**src/rtl/mpa_pkg.sv**
```systemverilog
// Package for the max pooling with argmax block.
// Holds sizes, field widths, the controller state type and the command and
// status structs shared by the controller and the datapath. No dependencies.
`default_nettype none

package mpa_pkg;

   // image store size and window limit
   localparam int IMAGE_WORDS = 65536;
   localparam int MAX_WINDOW  = 8;
   localparam int ADDR_W      = $clog2(IMAGE_WORDS);

   // field and register widths
   localparam int DATA_W   = 16;
   localparam int POS_W    = 8;
   localparam int CHAN_W   = 6;
   localparam int BATCH_W  = 8;
   localparam int IDX_W    = 24;
   localparam int DIM_W    = 9;
   localparam int CCNT_W   = 7;
   localparam int WIN_W    = 4;
   localparam int CSR_IDX_W  = 3;
   localparam int CSR_DATA_W = 9;

   // internal arithmetic widths
   localparam int BASE_W    = 12;   // output position times stride
   localparam int CHK_W     = 13;   // base plus window size
   localparam int WIN_CHK_W = 5;    // window size against MAX_WINDOW
   localparam int WC_W      = 16;   // width times channel count
   localparam int LIN_W     = 21;   // pixel index
   localparam int FULL_W    = 28;   // word index before range check

   // register indexes
   localparam logic [CSR_IDX_W-1:0] REG_IMG_WIDTH     = 3'd0;
   localparam logic [CSR_IDX_W-1:0] REG_IMG_HEIGHT    = 3'd1;
   localparam logic [CSR_IDX_W-1:0] REG_CHANNEL_COUNT = 3'd2;
   localparam logic [CSR_IDX_W-1:0] REG_WIN_WIDTH     = 3'd3;
   localparam logic [CSR_IDX_W-1:0] REG_WIN_HEIGHT    = 3'd4;
   localparam logic [CSR_IDX_W-1:0] REG_STEP_SIZE     = 3'd5;

   // opcodes
   localparam logic OP_STORE = 1'b0;
   localparam logic OP_QUERY = 1'b1;

   // status codes
   localparam logic STATUS_OK    = 1'b0;
   localparam logic STATUS_RANGE = 1'b1;

   typedef enum logic [8:0] {
      ST_IDLE   = 9'b000000001,
      ST_STEP_A = 9'b000000010,
      ST_STEP_B = 9'b000000100,
      ST_STEP_C = 9'b000001000,
      ST_STEP_D = 9'b000010000,
      ST_CHECK  = 9'b000100000,
      ST_SCAN   = 9'b001000000,
      ST_DRAIN  = 9'b010000000,
      ST_FINISH = 9'b100000000
   } mpa_state_type;

   typedef struct packed {
      logic load;      // capture the accepted item
      logic step_a;    // window base and row pitch
      logic step_b;    // row products, range flags
      logic step_c;    // pixel index, batch offset
      logic step_d;    // word addresses
      logic check;     // latch error, arm scan
      logic rd_en;     // issue one window read
      logic wr_en;     // write the stored sample
      logic out_load;  // load the result register
   } mpa_cmd_type;

   typedef struct packed {
      logic err;        // item out of range
      logic is_query;   // item is a pooling query
      logic last_elem;  // current read is the last window element
   } mpa_sts_type;

endpackage

`default_nettype wire

```
**src/rtl/mpa_ctrl.sv**
```systemverilog
// Controller: sequences setup, range check, store write or window scan,
// and drives the request stall and the result valid.
// Depends on mpa_pkg.
`default_nettype none

module mpa_ctrl (
   input  wire logic                 clock,
   input  wire logic                 reset,
   input  wire logic                 req_valid,
   output logic                      req_stall,
   output logic                      rsp_valid,
   input  wire logic                 rsp_stall,
   output mpa_pkg::mpa_cmd_type      cmd,
   input  wire mpa_pkg::mpa_sts_type sts
);

   mpa_pkg::mpa_state_type state_ff, state_in;
   logic rsp_valid_ff, rsp_valid_in;
   logic out_free;

   assign out_free  = !rsp_valid_ff || !rsp_stall;
   assign req_stall = (state_ff != mpa_pkg::ST_IDLE);
   assign rsp_valid = rsp_valid_ff;

   always_comb begin
      state_in = state_ff;
      cmd      = '0;
      case (state_ff)
         mpa_pkg::ST_IDLE: begin
            if (req_valid) begin
               cmd.load = 1'b1;
               state_in = mpa_pkg::ST_STEP_A;
            end
         end
         mpa_pkg::ST_STEP_A: begin
            cmd.step_a = 1'b1;
            state_in   = mpa_pkg::ST_STEP_B;
         end
         mpa_pkg::ST_STEP_B: begin
            cmd.step_b = 1'b1;
            state_in   = mpa_pkg::ST_STEP_C;
         end
         mpa_pkg::ST_STEP_C: begin
            cmd.step_c = 1'b1;
            state_in   = mpa_pkg::ST_STEP_D;
         end
         mpa_pkg::ST_STEP_D: begin
            cmd.step_d = 1'b1;
            state_in   = mpa_pkg::ST_CHECK;
         end
         mpa_pkg::ST_CHECK: begin
            cmd.check = 1'b1;
            if (sts.err || !sts.is_query) begin
               cmd.wr_en = !sts.err;
               state_in  = mpa_pkg::ST_FINISH;
            end else begin
               state_in = mpa_pkg::ST_SCAN;
            end
         end
         mpa_pkg::ST_SCAN: begin
            cmd.rd_en = 1'b1;
            if (sts.last_elem) begin
               state_in = mpa_pkg::ST_DRAIN;
            end
         end
         mpa_pkg::ST_DRAIN: begin
            // last read data lands in the running maximum
            state_in = mpa_pkg::ST_FINISH;
         end
         mpa_pkg::ST_FINISH: begin
            if (out_free) begin
               cmd.out_load = 1'b1;
               state_in     = mpa_pkg::ST_IDLE;
            end
         end
         default: begin
            state_in = mpa_pkg::ST_IDLE;
         end
      endcase
   end

   always_comb begin
      if (cmd.out_load) begin
         rsp_valid_in = 1'b1;
      end else if (!rsp_stall) begin
         rsp_valid_in = 1'b0;
      end else begin
         rsp_valid_in = rsp_valid_ff;
      end
   end

   always_ff @(posedge clock) begin
      if (reset) begin
         state_ff     <= mpa_pkg::ST_IDLE;
         rsp_valid_ff <= 1'b0;
      end else begin
         state_ff     <= state_in;
         rsp_valid_ff <= rsp_valid_in;
      end
   end

`ifndef SYNTH
   a_no_overwrite: assert property (@(posedge clock) disable iff (reset)
      cmd.out_load |-> (!rsp_valid_ff || !rsp_stall))
      else $error("result register loaded over an unsent result");

   a_accept_starts: assert property (@(posedge clock) disable iff (reset)
      (req_valid && !req_stall) |=> (state_ff == mpa_pkg::ST_STEP_A))
      else $error("accepted item did not start setup");

   a_drain_finish: assert property (@(posedge clock) disable iff (reset)
      (state_ff == mpa_pkg::ST_DRAIN) |=> (state_ff == mpa_pkg::ST_FINISH))
      else $error("drain did not lead to finish");

   a_write_legal: assert property (@(posedge clock) disable iff (reset)
      cmd.wr_en |-> (!sts.err && !sts.is_query))
      else $error("image write for a query or an out of range store");
`endif

endmodule

`default_nettype wire
```
**config.mk**
```make
export PLATFORM = sky130hd
export DESIGN_NAME = mpa_ctrl
export DESIGN_NICKNAME = d
export VERILOG_FILES = /design/src/rtl/mpa_pkg.sv /design/src/rtl/mpa_ctrl.sv
export SDC_FILE = /design/constraint.sdc
export NUM_CORES = 1
export LEC_CHECK = 0
export ABC_AREA = 1
export BUFFER_PORTS_ARGS = -buffer_cell sky130_fd_sc_hd__buf_2
export CAP_MARGIN = 25
export CELL_PAD_IN_SITES_DETAIL_PLACEMENT = 0
export CELL_PAD_IN_SITES_GLOBAL_PLACEMENT = 1
export CORE_MARGIN = 2
export CORE_UTILIZATION = 37
export DETAILED_ROUTE_END_ITERATION = 10
export HOLD_SLACK_MARGIN = 0.1
export PLACE_DENSITY = 0.89
export SETUP_SLACK_MARGIN = 0.5
export SLEW_MARGIN = 20
export SYNTH_ARGS = -nofsm -noshare
export SYNTH_HDL_FRONTEND = slang
export SYNTH_SLANG_ARGS = --single-unit
```
**constraint.sdc**
```tcl
create_clock -name clock -period 1.72 [get_ports clock]
set_input_delay 0.258 -clock clock [delete_from_list [all_inputs] [get_ports clock]]
set_output_delay 0.258 -clock clock [all_outputs]
set_load 0.01 [all_outputs]
```
== Word-level counts from Yosys, hierarchy flattened ==
Cells that the tools add are included.
Widths: inputs -> output; s select.
Storage, ports and cells
  register bits: 10
  input port bits: 7
  output and inout port bits: 11
  word-level logic and storage cells: 42
Cells by class
  equal/unequal tests: 14
  multiplexer cells: 19
  reductions and logical operators: 7
Operator list (count)
  $pmux 9 s9: 1
  $mux 9: 4
  $mux 1: 14
  $eq 9x1->1 const B: 1
  $eq 9x2->1 const B: 1
  $eq 9x3->1 const B: 1
  $eq 9x4->1 const B: 1
  $eq 9x5->1 const B: 1
  $eq 9x6->1 const B: 1
  $eq 9x7->1 const B: 1
  $eq 9x8->1 const B: 1
  $eq 9x9->1 const B: 1
  $ne 9x1->1 const B: 1
  $ne 2x2->1 const B: 3
  $logic_not 1->1: 4
  $reduce_and 3->1: 1
  $logic_or 1x1->1: 2
  $ne 2x1->1 const B: 1

== Longest topological paths before layout ==
  depth after elaboration: 5
  gate-level depth with buffers: 9

== Worst setup path before layout ==
No wires, ideal clock.
  path kind: register -> output
  from: reg state_ff[0]
  to: out cmd[1] in the netlist's numbering
  data arrival time: 1.002 ns
  data required time: 1.462 ns
  slack: 0.460 ns
  cell stages (with the launch flop): 6
  path buffers: 0
  cells stage by stage: dfxtp_1 nor2_4 nand2_1 nor2_2 nand2_1 nor3_1
RTL lines
  from (decl): line mpa_ctrl.sv:17  | mpa_pkg::mpa_state_type state_ff, state_in;
  from (signal assigned): line mpa_ctrl.sv:94  | state_ff <= mpa_pkg::ST_IDLE;
  from (signal assigned): line mpa_ctrl.sv:97  | state_ff <= state_in;
  to (decl): line mpa_ctrl.sv:13  | output mpa_pkg::mpa_cmd_type cmd,

==> impl_metrics.toml <==
[grt]
track_usage = 0.185
grt_max_degree = 9
grt_antenna_before_repair = 0
grt_pass1_wl_um = 2650
overflow = 0
grt_pass1_vias = 637

[critical_path]
path_class = "reg -> out"
setup.worst_path.end_class = "output pin"
path_max_fanout = 3
r2r_start = "state_ff[0]$_SDFFE_PP1P_"
cp-start-kind = "flip-flop"
cp.arrival_ps = 1390
required_ps = 1460
startpoint = "state_ff[0]$_SDFFE_PP1P_"

[cells_and_area]
nFillCells = 144
fin_area_um2 = 977
final_core_util = 0.572
nets = 139
seq_area_um2 = 210
diodes = 0
drive_gt1_frac = 0.554
multi_input_area_um2 = 453
syn_to_final_growth_pct = 46.8
final_cells = 155

[clock_tree]
htree_levels = 1
clock-sinks = 10
numCtsBuffers = 3
cts-root-buf = "clkbuf_4"
hold_buffers = 0
cts_tree = "built"
worstSkewPairLatency_ps = 270
clk_pin_slew_worst_paths_ps = 60
clockBufferDepth = 2

[synthesis]
synth_fp_nets = 107
async_reset_ff_frac = 0
netlist_instances = 100
yosysWarnings = 0
synth_edf_count = 0
synth.avg_cell_area_um2 = 6.66
synth-main-ff-cell = "dfxtp_1"
synth_cell_types = 19
netlist_area_um2 = 666
synth_seq_area_share = 0.301
ys_ff_latch = 10

[power_and_ir_drop]
intPower_uw = 652
ir_worst_vdd_mv = 0.694
power_leakage_nw = 0.524
swShare = 0.443
p_seq_frac = 0.276
combPwrFrac = 0.581
power.switching_uw = 520
finalPower_mw = 1.17
pwr_density_cell_nw_per_um2 = 1200
clkPwrFrac = 0.143

[place]
place.gp.congestion = 0.804
portBuffers = 17
placedInstanceArea_um2 = 777
place_inst = 140
hpwlAfterDp_um = 1150
pre_cts_slack_ps = 411

[drt]
vias = 737
wl_per_cell_um = 11.9
first_iter_violations = 28
via_per_inst = 4.75
drt_wl_total_um = 1850
drc = 0
ant_nets = 0
dr.pass1.iters = 6

[worst_hold_path]
worstHoldStart = "rsp_stall"
hold_path_class = "in -> reg"

[floorplan]
start_util = 0.390
core-area_um2 = 1710
dieWidth_um = 46.4
pin_count = 18
die-area_um2 = 2150
num_rows = 15
die_h_um = 46.4

[timing]
min_period_over_period = 0.961
hold_viol_final = 0
clock_skew_ps = 5.51
final-max-slew-violation-count = 0
relSlewSlack = 0.864
max_slew.worst_pin.slew_ps = 204
rsz0062_at_grt = "yes"
min_period_ps = 1650
fmax_ghz = 0.605
worst_slack_ps = 67.2
setup_viol = 0

[run_status]
status = "complete, no violations"

[run]
cap_violations = 0
through the flow:
| step | hold slack, ps | TNS [ps] |
|---|---|---|
| global placement | 471 | 0 |
| finish | 272 | 0 |
| CTS | 273 | 0 |
| global route | 277 | -21.9 |
| detailed placement | 484 | 0 |
| floorplan | 428 | 0 |
sequential cells by signal, indices dropped and copies added, names as in the netlist:
register and cells:
state_ff 9, rsp_valid 1
cell usage in the layout, fill, tap and decap left out, types with 4 or more instances in the layout:
cell type / instances
nand2_1: 17
buf_4: 10
nor3_1: 4
buf_2: 16
nor2_1: 13
nor2_4: 6
inv_1: 14
nand2_2: 4
nor2_2: 7
dfxtp_1: 4
dfxtp_2: 5
nand3_4: 4
inv_2: 5
worst paths after layout:
| check | end | slack [ps] | cells after the start |
|---|---|---|---|
| setup reg to reg | state_ff[8]$_SDFFE_PP0P_ | 240 | 10 |
| setup / recovery | cmd[0] | 70 | 6 |
| hold / removal | rsp_valid$_SDFFE_PP0P_ | 270 | 3 |
| hold reg to reg | rsp_valid$_SDFFE_PP0P_ | 490 | 2 |
metal layers:
layer / track usage / vias to the layer above / wire, um
met5: 0 / - / 0
met4: 0.0857 / 0 / 61
met3: 0.0588 / 12 / 96
met2: 0.314 / 29 / 951
met1: 0.207 / 334 / 739
li1: - / 362 / -
critical path, cell delays in order (launching register included):
cell and delay (ps):
dfxtp_4 360, nor2_4 170, nand2_1 80, nor2_2 120, nand2_1 110, nor2_1 140
buf_2 150
cell type report:
cell class | instances | share of cell area
Multi-Input combinational cell | 69 | 0.464
Sequential cell | 10 | 0.215
Timing Repair Buffer | 29 | 0.193
Inverter | 19 | 0.0730
Tap cell | 25 | 0.0320
Clock buffer | 3 | 0.0230
power by group through the flow:
stage | clock network (mW) | logic (mW) | registers, mW
after floorplan | 0 | 0.364 | 0.307
after global placement | 0 | 0.465 | 0.310
after detailed placement | 0 | 0.466 | 0.310
after CTS | 0.165 | 0.616 | 0.314
after global routing | 0.180 | 0.734 | 0.327
final | 0.167 | 0.681 | 0.324
cells in the mapped netlist (2+ instances only):
library cell  number  area [um^2]
nand2_1           21         78.8
nor2_1            16         60.1
inv_1             15         56.3
dfxtp_1           10          200
nor2_2             7         43.8
nor3_1             5         25.0
inv_2              4         15.0
nand3_1            4         20.0
a21oi_1            3         15.0
nor2_4             3         33.8
nand2_2            2         12.5
nand3_2            2         20.0
nand3_4            2         35.0
cells by family (layout without fill, tap and decap cells):
logic type,count (synthesis),count (layout),synth area share
AO/OA/AOI/OAI,5,5,0.0432
buffers and inverters,21,51,0.126
AND/OR/NAND/NOR,64,64,0.530
flip-flops,10,10,0.301
timing repair:
action | CTS | global route
pin swaps | 15 | 5
endpoints found under the setup margin | 12 | 19
buffers inserted | 10 | 2
gates resized for setup | 20 | 6
hold endpoints to repair | 0 | 0
No activity file was read; power rests on OpenSTA's default activity.
